**config.mk**
```make
export PLATFORM = sky130hd
export DESIGN_NAME = servo_move_interpolator_top
export DESIGN_NICKNAME = d
export VERILOG_FILES = /design/src/hw/rtl/smi_pkg.sv /design/src/hw/rtl/smi_front.sv /design/src/hw/rtl/smi_fifo.sv /design/src/hw/rtl/smi_back.sv /design/src/hw/rtl/servo_move_interpolator_top.sv
export SDC_FILE = /design/constraint.sdc
export NUM_CORES = 2
export LEC_CHECK = 0
export BUFFER_PORTS_ARGS = -buffer_cell sky130_fd_sc_hd__buf_2
export CORE_UTILIZATION = 55
export CTS_CLUSTER_SIZE = 40
export DETAILED_ROUTE_END_ITERATION = 10
export GPL_TIMING_DRIVEN = 0
export PLACE_DENSITY_LB_ADDON = 0.15
export SLEW_MARGIN = 20
export SYNTH_ARGS = -nofsm -noshare
export SYNTH_HDL_FRONTEND = slang
export SYNTH_SLANG_ARGS = --single-unit
```
**constraint.sdc**
```tcl
create_clock -name clk -period 9.6 [get_ports clk]
set_input_delay 1.92 -clock clk [delete_from_list [all_inputs] [get_ports clk]]
set_output_delay 1.92 -clock clk [all_outputs]
set_load 0.01 [all_outputs]
```
**src/hw/rtl/smi_pkg.sv**
```systemverilog
`default_nettype none
// ----------------------------------------------------------------------------
// smi_pkg: shared types and constants for the servo move interpolator
// Command queue entry, command kinds, action and register codes, back-end
// sequencer states and the fixed-point constants of the angle and pulse math.
// ----------------------------------------------------------------------------
package smi_pkg;

  // Input action codes
  localparam logic [1:0] ACT_TICK  = 2'd0;
  localparam logic [1:0] ACT_STAGE = 2'd1;
  localparam logic [1:0] ACT_START = 2'd2;

  // Configuration register indexes
  localparam int CFG_IDX_W = 1;
  localparam logic [CFG_IDX_W-1:0] REG_PULSE_MIN = 1'd0;
  localparam logic [CFG_IDX_W-1:0] REG_PULSE_MAX = 1'd1;

  localparam logic [15:0] PULSE_MIN_RESET = 16'd500;
  localparam logic [15:0] PULSE_MAX_RESET = 16'd2500;

  // Angles are Q6 degrees
  localparam logic signed [15:0] ANGLE_HOME = 16'sd5760;
  localparam logic [13:0]        ANGLE_HOME_U = 14'd5760;
  localparam logic [13:0]        ANGLE_FULL = 14'd11520;

  // t = 1.0 in Q16
  localparam logic [16:0] T_ONE = 17'h10000;

  // Fraction divider: one quotient bit per step
  localparam int DIV_STEPS = 16;

  // Floor division by 11520 = 256 * 45: shift by 8, then reciprocal of 45.
  // Exact for magnitudes below 2^22.
  localparam logic [22:0] RECIP_MUL   = 23'd5965233;
  localparam int          RECIP_SHIFT = 28;
  localparam logic signed [23:0] RECIP_ROUND = 24'sd44;

  // Queue between front and back
  localparam int QDEPTH = 4;
  localparam int QAW    = 2;

  typedef enum logic [1:0] {
    CMD_TICK,
    CMD_STAGE,
    CMD_START
  } cmd_kind_t;

  typedef struct packed {
    cmd_kind_t          kind;
    logic [2:0]         joint;
    logic signed [15:0] angle;
    logic [15:0]        dur;
    logic [31:0]        now;
  } cmd_t;

  typedef enum logic [2:0] {
    ST_IDLE,
    ST_STATUS,
    ST_DIV,
    ST_MUL_T,
    ST_CLAMP,
    ST_MUL_SPAN,
    ST_RECIP,
    ST_EMIT
  } back_state_t;

endpackage
`default_nettype wire

```
**src/hw/rtl/smi_front.sv**
```systemverilog
`default_nettype none
// ----------------------------------------------------------------------------
// smi_front: input acceptance and classification
// Decodes the action, drops unused codes and out-of-range stage items, and
// pushes the remaining commands into the queue. Stalls while the queue is full
// and during reset.
// ----------------------------------------------------------------------------
module smi_front
  import smi_pkg::*;
#(
  parameter int JOINTS = 6
) (
  input  wire logic               rst,
  input  wire logic               in_valid,
  output logic                    in_stall,
  input  wire logic [1:0]         action,
  input  wire logic [2:0]         joint,
  input  wire logic signed [15:0] angle,
  input  wire logic [15:0]        duration_ms,
  input  wire logic [31:0]        now_ms,
  input  wire logic               q_full,
  output logic                    q_push,
  output cmd_t                    q_cmd
);

  logic keep;

  // Classify the incoming transaction
  always_comb begin
    keep       = 1'b0;
    q_cmd.kind = CMD_TICK;
    case (action)
      ACT_TICK: begin
        keep = 1'b1;
      end
      ACT_STAGE: begin
        keep       = ({29'd0, joint} < 32'(JOINTS));
        q_cmd.kind = CMD_STAGE;
      end
      ACT_START: begin
        keep       = 1'b1;
        q_cmd.kind = CMD_START;
      end
      default: begin
        keep = 1'b0;
      end
    endcase
    q_cmd.joint = joint;
    q_cmd.angle = angle;
    q_cmd.dur   = duration_ms;
    q_cmd.now   = now_ms;
  end

  assign in_stall = q_full || rst;
  assign q_push   = in_valid && !q_full && keep && !rst;

endmodule
`default_nettype wire

```
**src/hw/rtl/smi_fifo.sv**
```systemverilog
`default_nettype none
// ----------------------------------------------------------------------------
// smi_fifo: command queue between front and back
// Small register queue; the head entry is presented combinationally.
// ----------------------------------------------------------------------------
module smi_fifo
  import smi_pkg::*;
(
  input  wire logic clk,
  input  wire logic rst,
  input  wire logic push,
  input  cmd_t      push_cmd,
  output logic      full,
  output logic      head_valid,
  input  wire logic pop,
  output cmd_t      head_cmd
);

  cmd_t             mem [QDEPTH];
  logic [QAW-1:0]   wr_ptr;
  logic [QAW-1:0]   rd_ptr;
  logic [QAW:0]     count;

  // Storage
  always_ff @(posedge clk) begin
    if (push && !full) begin
      mem[wr_ptr] <= push_cmd;
    end
  end

  // Pointers and fill count
  always_ff @(posedge clk) begin
    if (rst) begin
      wr_ptr <= '0;
      rd_ptr <= '0;
      count  <= '0;
    end else begin
      if (push && !full) begin
        wr_ptr <= wr_ptr + 1'b1;
      end
      if (pop && head_valid) begin
        rd_ptr <= rd_ptr + 1'b1;
      end
      case ({push && !full, pop && head_valid})
        2'b10:   count <= count + 1'b1;
        2'b01:   count <= count - 1'b1;
        default: count <= count;
      endcase
    end
  end

  assign full       = (count == (QAW+1)'(QDEPTH));
  assign head_valid = (count != '0);
  assign head_cmd   = mem[rd_ptr];

`ifndef SYNTH
  a_count_bound: assert property (@(posedge clk) disable iff (rst)
    count <= (QAW+1)'(QDEPTH))
    else $error("queue count beyond depth");

  a_pop_nonempty: assert property (@(posedge clk) disable iff (rst)
    pop |-> head_valid)
    else $error("pop from empty queue");

  a_push_grows: assert property (@(posedge clk) disable iff (rst)
    (push && !full && !pop) |=> count == $past(count) + 1'b1)
    else $error("queue count did not grow on push");
`endif

endmodule
`default_nettype wire

```
**src/hw/rtl/smi_back.sv**
```systemverilog
`default_nettype none
// ----------------------------------------------------------------------------
// smi_back: move execution and pulse generation
// Holds the joint stores, move timing and pulse range registers. A tick while
// moving runs the fraction divider once unless the move has ended, then walks
// the joints through interpolate, clamp and pulse-scale into the output register.
// ----------------------------------------------------------------------------
module smi_back
  import smi_pkg::*;
#(
  parameter int JOINTS = 6
) (
  input  wire logic                 clk,
  input  wire logic                 rst,
  // command queue head
  input  wire logic                 q_valid,
  input  cmd_t                      q_cmd,
  output logic                      q_pop,
  // configuration writes
  input  wire logic                 cfg_valid,
  input  wire logic [CFG_IDX_W-1:0] cfg_index,
  input  wire logic [15:0]          cfg_data,
  // result channel
  output logic                      out_valid,
  input  wire logic                 out_stall,
  output logic [2:0]                joint_out,
  output logic [15:0]               pulse_us,
  output logic                      pulse_valid,
  output logic                      moving,
  output logic                      last
);

  localparam int JW = (JOINTS > 1) ? $clog2(JOINTS) : 1;
  localparam int DCW = $clog2(DIV_STEPS);

  back_state_t state, state_next;

  // Joint stores
  logic signed [15:0] staged  [JOINTS];
  logic signed [15:0] start_a [JOINTS];
  logic signed [15:0] goal_a  [JOINTS];
  logic [13:0]        last_a  [JOINTS];

  logic [31:0] move_start;
  logic [15:0] move_dur;
  logic        busy;
  logic [15:0] pulse_min;
  logic [15:0] pulse_max;

  // Tick working registers
  logic [15:0]        rem;
  logic [15:0]        tq;
  logic               t_full;
  logic [DCW-1:0]     div_cnt;
  logic [JW-1:0]      jcnt;
  logic signed [34:0] prod;
  logic [13:0]        a_cl;
  logic signed [31:0] x;
  logic [45:0]        recip;
  logic               neg;

  logic        load_out;
  logic        jlast;
  logic [31:0] elapsed;
  logic        t_done;
  logic [16:0] div_sh;
  logic        div_ge;
  logic [16:0] t_val;
  logic signed [16:0] diff;
  logic signed [34:0] prod_next;
  logic signed [19:0] a_sum;
  logic [13:0]        a_next;
  logic signed [16:0] span;
  logic signed [31:0] x_next;
  logic signed [23:0] y;
  logic [22:0]        u;
  logic [45:0]        recip_next;
  logic [17:0]        q_mag;
  logic [15:0]        pulse_next;

  // Arithmetic for each step
  always_comb begin
    elapsed    = q_cmd.now - move_start;
    t_done     = (elapsed >= {16'd0, move_dur});
    div_sh     = {rem, 1'b0};
    div_ge     = (div_sh >= {1'b0, move_dur});
    t_val      = t_full ? T_ONE : {1'b0, tq};
    diff       = $signed({goal_a[jcnt][15], goal_a[jcnt]})
               - $signed({start_a[jcnt][15], start_a[jcnt]});
    prod_next  = diff * $signed({1'b0, t_val});
    a_sum      = $signed({{4{start_a[jcnt][15]}}, start_a[jcnt]})
               + $signed({prod[34], prod[34:16]});
    if (a_sum < 20'sd0) begin
      a_next = '0;
    end else if (a_sum > $signed({6'd0, ANGLE_FULL})) begin
      a_next = ANGLE_FULL;
    end else begin
      a_next = a_sum[13:0];
    end
    span       = $signed({1'b0, pulse_max}) - $signed({1'b0, pulse_min});
    x_next     = span * $signed({1'b0, a_cl});
    // floor(x / 256), then floor division by 45 via the magnitude, rounded up if negative
    y          = $signed(x[31:8]);
    u          = y[23] ? 23'(RECIP_ROUND - y) : 23'(y);
    recip_next = u * RECIP_MUL;
    q_mag      = recip[45:RECIP_SHIFT];
    pulse_next = neg ? (pulse_min - q_mag[15:0]) : (pulse_min + q_mag[15:0]);
    jlast      = (jcnt == JW'(JOINTS - 1));
  end

  // Sequencer: next state and strobes
  always_comb begin
    state_next = state;
    q_pop      = 1'b0;
    load_out   = 1'b0;
    case (state)
      ST_IDLE: begin
        if (q_valid) begin
          q_pop = 1'b1;
          if (q_cmd.kind == CMD_TICK) begin
            if (!busy) begin
              state_next = ST_STATUS;
            end else if (t_done) begin
              state_next = ST_MUL_T;
            end else begin
              state_next = ST_DIV;
            end
          end
        end
      end
      ST_STATUS: begin
        load_out = !out_valid || !out_stall;
        if (load_out) begin
          state_next = ST_IDLE;
        end
      end
      ST_DIV: begin
        if (div_cnt == DCW'(DIV_STEPS - 1)) begin
          state_next = ST_MUL_T;
        end
      end
      ST_MUL_T: begin
        state_next = ST_CLAMP;
      end
      ST_CLAMP: begin
        state_next = ST_MUL_SPAN;
      end
      ST_MUL_SPAN: begin
        state_next = ST_RECIP;
      end
      ST_RECIP: begin
        state_next = ST_EMIT;
      end
      ST_EMIT: begin
        load_out = !out_valid || !out_stall;
        if (load_out) begin
          state_next = jlast ? ST_IDLE : ST_MUL_T;
        end
      end
      default: begin
        state_next = ST_IDLE;
      end
    endcase
  end

  always_ff @(posedge clk) begin
    if (rst) begin
      state <= ST_IDLE;
    end else begin
      state <= state_next;
    end
  end

  // Control state, stores and configuration
  always_ff @(posedge clk) begin
    if (rst) begin
      for (int j = 0; j < JOINTS; j++) begin
        staged[j]  <= ANGLE_HOME;
        start_a[j] <= ANGLE_HOME;
        goal_a[j]  <= ANGLE_HOME;
        last_a[j]  <= ANGLE_HOME_U;
      end
      move_start <= '0;
      move_dur   <= 16'd1;
      busy       <= 1'b0;
      pulse_min  <= PULSE_MIN_RESET;
      pulse_max  <= PULSE_MAX_RESET;
      out_valid  <= 1'b0;
      jcnt       <= '0;
      div_cnt    <= '0;
      t_full     <= 1'b0;
    end else begin
      // register writes
      if (cfg_valid) begin
        case (cfg_index)
          REG_PULSE_MIN: pulse_min <= cfg_data;
          REG_PULSE_MAX: pulse_max <= cfg_data;
          default: ;
        endcase
      end

      // command dispatch
      if (q_pop) begin
        case (q_cmd.kind)
          CMD_STAGE: begin
            staged[JW'(q_cmd.joint)] <= q_cmd.angle;
          end
          CMD_START: begin
            for (int j = 0; j < JOINTS; j++) begin
              start_a[j] <= $signed({2'b00, last_a[j]});
              goal_a[j]  <= staged[j];
            end
            move_start <= q_cmd.now;
            move_dur   <= (q_cmd.dur == 16'd0) ? 16'd1 : q_cmd.dur;
            busy       <= 1'b1;
          end
          CMD_TICK: begin
            if (busy) begin
              t_full  <= t_done;
              busy    <= !t_done;
              div_cnt <= '0;
              jcnt    <= '0;
            end
          end
          default: ;
        endcase
      end

      if (state == ST_DIV) begin
        div_cnt <= div_cnt + 1'b1;
      end
      if (state == ST_CLAMP) begin
        last_a[jcnt] <= a_next;
      end
      if (state == ST_EMIT && load_out && !jlast) begin
        jcnt <= jcnt + 1'b1;
      end

      // output register
      if (load_out) begin
        out_valid <= 1'b1;
      end else if (!out_stall) begin
        out_valid <= 1'b0;
      end
    end
  end

  // Datapath registers
  always_ff @(posedge clk) begin
    if (q_pop) begin
      rem <= elapsed[15:0];
      tq  <= '0;
    end else if (state == ST_DIV) begin
      rem <= div_ge ? 16'(div_sh - {1'b0, move_dur}) : div_sh[15:0];
      tq  <= {tq[14:0], div_ge};
    end
    if (state == ST_MUL_T) begin
      prod <= prod_next;
    end
    if (state == ST_CLAMP) begin
      a_cl <= a_next;
    end
    if (state == ST_MUL_SPAN) begin
      x <= x_next;
    end
    if (state == ST_RECIP) begin
      recip <= recip_next;
      neg   <= y[23];
    end
    if (load_out) begin
      if (state == ST_STATUS) begin
        joint_out   <= '0;
        pulse_us    <= '0;
        pulse_valid <= 1'b0;
        moving      <= 1'b0;
        last        <= 1'b1;
      end else begin
        joint_out   <= 3'(jcnt);
        pulse_us    <= pulse_next;
        pulse_valid <= 1'b1;
        moving      <= busy;
        last        <= jlast;
      end
    end
  end

`ifndef SYNTH
  a_status_shape: assert property (@(posedge clk) disable iff (rst)
    (out_valid && !pulse_valid) |-> (last && !moving && joint_out == 3'd0))
    else $error("idle status result malformed");

  a_div_only_partial: assert property (@(posedge clk) disable iff (rst)
    (state == ST_DIV) |-> (!t_full && busy))
    else $error("divider running on a completed move");

  a_jcnt_range: assert property (@(posedge clk) disable iff (rst)
    jcnt <= JW'(JOINTS - 1))
    else $error("joint counter out of range");

  a_pop_idle: assert property (@(posedge clk) disable iff (rst)
    q_pop |-> (state == ST_IDLE && q_valid))
    else $error("command taken outside idle");
`endif

endmodule
`default_nettype wire

```
**src/hw/rtl/servo_move_interpolator_top.sv**
```systemverilog
`default_nettype none
// ----------------------------------------------------------------------------
// servo_move_interpolator_top: timed linear move of servo joints
// Stage, start and tick transactions drive a linear joint move; each tick
// yields one pulse width per joint, or one idle status result.
// ----------------------------------------------------------------------------
// Transactions enter a four-entry command queue, so the input keeps accepting,
// until the queue is full, while the back end works or the result side stalls.
// Stage and start items are taken by the back end while idle and give no
// result; an idle tick gives one status result through the status state. A
// tick during a move is dispatched from idle, runs the bit-serial fraction
// divider unless the move has already run its duration, then walks each joint
// through interpolate multiply, clamp, span multiply, reciprocal multiply and
// emit; a stall on the result side holds the status and emit steps.
// ----------------------------------------------------------------------------
module servo_move_interpolator_top
  import smi_pkg::*;
#(
  parameter int JOINTS = 6
) (
  input  wire logic                 clk,
  input  wire logic                 rst,
  // item input
  input  wire logic                 in_valid,
  output logic                      in_stall,
  input  wire logic [1:0]           action,
  input  wire logic [2:0]           joint,
  input  wire logic signed [15:0]   angle,
  input  wire logic [15:0]          duration_ms,
  input  wire logic [31:0]          now_ms,
  // configuration
  input  wire logic                 cfg_valid,
  output logic                      cfg_ready,
  input  wire logic [CFG_IDX_W-1:0] cfg_index,
  input  wire logic [15:0]          cfg_data,
  // results
  output logic                      out_valid,
  input  wire logic                 out_stall,
  output logic [2:0]                joint_out,
  output logic [15:0]               pulse_us,
  output logic                      pulse_valid,
  output logic                      moving,
  output logic                      last
);

  logic q_full;
  logic q_push;
  cmd_t q_in;
  logic q_valid;
  logic q_pop;
  cmd_t q_head;

  // Registers accept writes at any time outside reset
  assign cfg_ready = !rst;

  smi_front #(.JOINTS(JOINTS)) u_front (
    .rst         (rst),
    .in_valid    (in_valid),
    .in_stall    (in_stall),
    .action      (action),
    .joint       (joint),
    .angle       (angle),
    .duration_ms (duration_ms),
    .now_ms      (now_ms),
    .q_full      (q_full),
    .q_push      (q_push),
    .q_cmd       (q_in)
  );

  smi_fifo u_fifo (
    .clk        (clk),
    .rst        (rst),
    .push       (q_push),
    .push_cmd   (q_in),
    .full       (q_full),
    .head_valid (q_valid),
    .pop        (q_pop),
    .head_cmd   (q_head)
  );

  smi_back #(.JOINTS(JOINTS)) u_back (
    .clk         (clk),
    .rst         (rst),
    .q_valid     (q_valid),
    .q_cmd       (q_head),
    .q_pop       (q_pop),
    .cfg_valid   (cfg_valid && cfg_ready),
    .cfg_index   (cfg_index),
    .cfg_data    (cfg_data),
    .out_valid   (out_valid),
    .out_stall   (out_stall),
    .joint_out   (joint_out),
    .pulse_us    (pulse_us),
    .pulse_valid (pulse_valid),
    .moving      (moving),
    .last        (last)
  );

endmodule
`default_nettype wire
```
After elaboration in Yosys (flattened, before gate mapping)
Memories as Yosys holds them, arrays and structs flattened. A register that Yosys moved wholly into a read port is not among the register bits.
Cells that the tools add are included.
{ "classes": {"mul": 3, "addsub": 14, "eq_ne": 22, "n_lt_le_gt_ge": 5, "bitwise_logic": 13, "n_reduce_logical": 41, "mux": 76} }
{ "ops": {"columns": ["op", "count"], "rows": [
  ["$mux W16", 12],
  ["$mux W14", 9],
  ["$mux W3", 16],
  ["$mul A23 B23 Y44 const B", 1],
  ["$mul A17 B18 Y35", 1],
  ["$sub A16 B16 Y17", 2],
  ["$ge A32 B16 Y1", 1],
  ["$mul A17 B15 Y32", 1],
  ["$sub A16 B16 Y16", 2],
  ["$sub A32 B32 Y32", 1],
  ["$mux W1", 25],
  ["$pmux W3 S8", 1],
  ["$mux W23", 1],
  ["$sub A7 B23 Y23 const A", 1],
  ["$add A16 B19 Y20", 1],
  ["$gt A20 B15 Y1 const B", 1],
  ["$lt A20 B1 Y1 const B", 1],
  ["$eq A3 B3 Y1 const B", 6],
  ["$ge A17 B16 Y1", 1],
  ["$mux W17", 1],
  ["$add A16 B16 Y16", 1],
  ["$logic_not A16 Y1", 1],
  ["$mux W4", 4],
  ["$reduce_bool A2 Y1", 8],
  ["other kinds (30)", 75]
]} }
{ "word_totals": {"output_inout_bits": 25, "ram_bits": 636, "wordCells": 204, "ff_bits": 280, "input_bits": 91, "mem_count": 5} }
{ "mem_list": {"columns": ["memory", "depth", "width", "rd", "rd_ports_with_merged_regs", "write_ports", "line_no", "rtl"], "rows": [
  ["u_fifo.mem", 4, 69, 1, 1, 1, "smi_fifo.sv:19", "cmd_t mem [QDEPTH];"],
  ["u_back.goal_a", 6, 16, 1, 1, 6, "smi_back.sv:41", "logic signed [15:0] goal_a [JOINTS];"],
  ["u_back.staged", 6, 16, 6, 0, 6, "smi_back.sv:39", "logic signed [15:0] staged [JOINTS];"],
  ["u_back.last_a", 6, 14, 6, 0, 6, "smi_back.sv:42", "logic [13:0] last_a [JOINTS];"],
  ["u_back.start_a", 6, 14, 1, 1, 6, "smi_back.sv:40", "logic signed [15:0] start_a [JOINTS];"]
]} }

Depth between registers and ports, before layout
{ "depth": {"depth_word": 9, "ltp_mapped": 43, "depth_no_buf": 39} }

Cells and area by module
Synthesis repeated with hierarchy kept, for this count alone.
{ "unflattened": {"hier_cells": 5856, "area_unflattened_um2": 65047.4} }
{ "by_module_without_submodules": {"columns": ["module", "instances", "cells_per_inst", "seq_area_each_um2", "area_each_um2"], "rows": [
  ["smi_back", 1, 5368, 16415.7, 54054.3],
  ["smi_fifo", 1, 413, 8468.1, 10435.0],
  ["smi_front", 1, 73, 0.0, 548.0],
  ["servo_move_interpolator_top", 1, 2, 0.0, 10.0]
]} }

Worst setup path before layout
Ideal clock, no wire load.
{ "synth_path": {"kind": "register to register", "start": "register with a tool-made name", "end": "register u_back.prod[34] (data pin)", "path_stages_with_launch": 43, "required_ns": 9.340, "period_less_slack_ns": 10.496, "setup_slack_ns": -0.896, "setup_ns": 0.260, "arrival_ns": 10.236, "n_path_buf": 4, "path_cell_list": "dfxtp_1 buf_2 buf_1 buf_1 mux4_2 nor2_1 a21oi_1 ha_1 fa_1 nor2b_1 o21ai_0 a21boi_0 o21ai_0 a21boi_0 o21ai_0 a21oi_1 nor2_1 xnor2_1 [... 7 more ...] inv_1 fa_1 fa_1 inv_1 fa_1 inv_1 ha_1 nand4_1 nor2_1 a211o_1 a21o_1 a211oi_2 a31oi_1 a211oi_2 o21bai_1 a21o_1 a21oi_1 xnor2_1"} }
{ "synth_rtl": {"columns": ["element", "line_no", "rtl"], "rows": [
  ["end signal, assigned", "smi_back.sv:258", "prod <= prod_next;"],
  ["end, declared", "smi_back.sv:56", "logic signed [34:0] prod;"]
]} }

==> flow_metrics.py <==
metrics = {
    "run_status": {
        "status": "finished with violations",
        "violations": "setup timing",
    },
    "floorplanning": {
        "design.core.area_um2": 116000,
        "ioPinCount": 116,
        "floorplan.initialDensity": 0.555,
        "num_rows": 125,
        "dieArea_um2": 119000,
        "dieWidth_um": 344,
        "die_h_um": 344,
    },
    "routing": {
        "vias": 43000,
        "drc": 0,
        "drt_iter0_drc": 3342,
        "dr.pass1.iters": 5,
        "drt-total-wl_um": 159000,
        "drtAntennaViolNets": 0,
        "wl_per_cell_um": 20.7,
        "viasPerCell": 5.58,
    },
    "synth": {
        "avgSynthCellArea_um2": 11.1,
        "synth_cells": 5808,
        "synth_fp_nets": 7048,
        "synth_top_area_share": 0.348,
        "ys_ff_latch": 869,
        "synth_enable_flop_cells": 748,
        "synth_area_um2": 64500,
        "yosys.area.top_type": "edfxtp_1",
        "async_flop_share": 0,
        "ys_seq_area_frac": 0.386,
        "yosysWarnings": 0,
        "synth-main-ff-cell": "edfxtp_1",
        "ys_top_cells_by_area": "edfxtp_1 35%, fa_1 19%, ha_1 10%, inv_1 5.5%, dfxtp_1 3.8%",
        "synthDistinctLibCells": 83,
    },
    "placed_design": {
        "port_buffers": 114,
        "dpl.hpwl_um": 124000,
        "place.gp.congestion": 0.942,
    },
    "final_layout": {
        "area_growth_pct": 11.8,
        "nNetsFinal": 7332,
        "drive_gt1_frac": 0.104,
    },
    "timing": {
        "tightest_slew_ps": 1170,
        "fin_hold_ws_ps": 453,
        "fmax_mhz": 104,
        "setup_viol_count_final": 2,
        "fin_skew_ps": 51.7,
        "min_period_ps": 9620,
        "hold_viol_final": 0,
        "layout_setup_ws_ps": -23.0,
        "fin_crit_sh": 1.00,
        "maxSlewViolCount": 0,
        "rsz0062_at_grt": "true",
        "max-slew-margin-rel": 0.218,
    },
    "clocking": {
        "cts_buffers": 93,
        "postCtsHoldBufs": 0,
        "clkTransAtPathRegs_ps": 60,
        "cts_max_path_buffers": 3,
        "clk_latency_ps": 700,
        "h-tree-depth": 3,
        "cts_tree": "built",
        "root_buffer": "clkbuf_16",
        "cts_sinks": 869,
    },
    "global_routing": {
        "grt_usage": 0.273,
        "grt_first_pass_wirelength_um": 245000,
        "grt_pass1_vias": 43400,
        "grt_max_degree": 58,
        "grt_overflow_total": 0,
        "antenna_found_initial": 18,
    },
    "critical_path": {
        "crit_arrival_ps": 10030,
        "cp_data_required_time_ps": 10000,
        "crit_path_start_kind": "flip-flop",
        "critPathMostFrequentCell": "fa_1",
        "critical_path.max_stage_delay_ps": 590,
        "path_max_fanout": 6,
        "crit_path_end_kind": "flip-flop",
        "crit_slowest_cell": "fa_2",
        "crit_type": "reg -> reg",
    },
    "job": {
        "maxCapViolCount": 0,
    },
    "min_path": {
        "hp-class": "reg -> reg",
    },
}
## worst max-delay path, delay by kind of cell, from the launching register on
family	cells	cell delay [ps]
AND/OR/NAND/NOR	4	550
flip-flops	1	310
buffers and inverters	6	780
AO/OA/AOI/OAI	16	3530
adder cells (fa/ha/maj)	8	3460
XOR/XNOR	2	320
multiplexers	1	390
## through the flow
| stage | utilization | setup WS, ps | instance area [um2] | instances | setup TNS [ps] |
|---|---|---|---|---|---|
| after detailed placement | 0.579 | -2810 | 67300 | 7456 | -43640 |
| after CTS | 0.615 | -67.7 | 71500 | 7671 | -67.7 |
| after global placement | 0.577 | -2690 | 67000 | 7446 | -148400 |
| final | 0.620 | -23.0 | 72100 | 7696 | -40.8 |
| after global routing | 0.620 | -239 | 72100 | 7696 | -893 |
| after floorplan | - | 58.5 | 64500 | 5808 | 0 |
## layer usage
layer | vias up | share of wire | GRT usage | routed length [um]
li1 | 19900 | - | - | -
met1 | 21400 | 0.42 | 0.367 | 66500
met2 | 1371 | 0.47 | 0.439 | 74600
met3 | 270 | 0.079 | 0.0631 | 12600
met4 | 22 | 0.034 | 0.0861 | 5420
met5 | - | 0.00085 | 0 | 135
## cell usage in the layout, fill, tap and decap left out, types with 87 or more instances in the layout
cell and instances:
and3_1 155, ha_1 517, xnor2_1 114, and2_1 164
buf_2 123, nand2_1 594, fa_1 621, clkbuf_1 182
o21ai_0 87, a21oi_1 175, edfxtp_1 748, clkbuf_16 95
inv_1 937, dfxtp_1 117, mux4_2 99, nor2_1 424
## cells in the mapped netlist (99+ instances only)
library cell / n
nor2_1: 435
o21ai_0: 102
and2_1: 169
fa_1: 624
a21oi_1: 189
nand2_1: 599
dfxtp_1: 121
edfxtp_1: 748
xnor2_1: 131
mux4_2: 99
ha_1: 525
clkbuf_1: 192
inv_1: 942
and3_1: 155
## timing repair
item	in CTS	in global routing
endpoints found under the setup margin	34	24
setup buffers	42	25
gates resized for setup	153	96
pin swaps	23	27
## area by class of cell
type,instances,area (um2)
tap,1524,1910
clock inverter,58,728
antenna,2,5.00
buffer,218,1060
inverter,944,3550
sequential,869,24900
multi-input combinational,3775,36200
timing repair buffer,191,1330
fill,9296,44100
clock buffer,115,2450
## registers in the layout, summed over array words and instances (netlist names), 19 cells and up, named ones only
register	count
u_back.goal_a	96
u_back.last_a	84
u_back.move_start	32
u_back.prod	19
u_back.staged	96
u_back.start_a	84
u_back.x	24
u_fifo.mem	276
## cells by family after synthesis
family | after synthesis | synth area share
adders and majority gates | 1149 | 0.296
buffers and inverters | 1164 | 0.0681
DFF | 869 | 0.386
and+or+nand+nor | 1743 | 0.129
xor gates and xnor gates | 181 | 0.0246
muxes | 150 | 0.0425
AOI/OAI and AO/OA | 552 | 0.0547
## worst paths after layout
check | start | endpoint | slack [ps] | cells after the start
hold / removal | u_back.move_start[30] | u_back.move_start[30] | 450 | 2
hold reg to reg | u_back.move_start[30] | u_back.move_start[30] | 450 | 2
setup / recovery | flip-flop | u_back.prod[34] | -20 | 37
setup reg to reg | flip-flop | u_back.prod[34] | -20 | 37
Power is left out: the tool's default activity adds up to more than one toggle a clock period on the data nets, which glitch-free logic cannot reach.
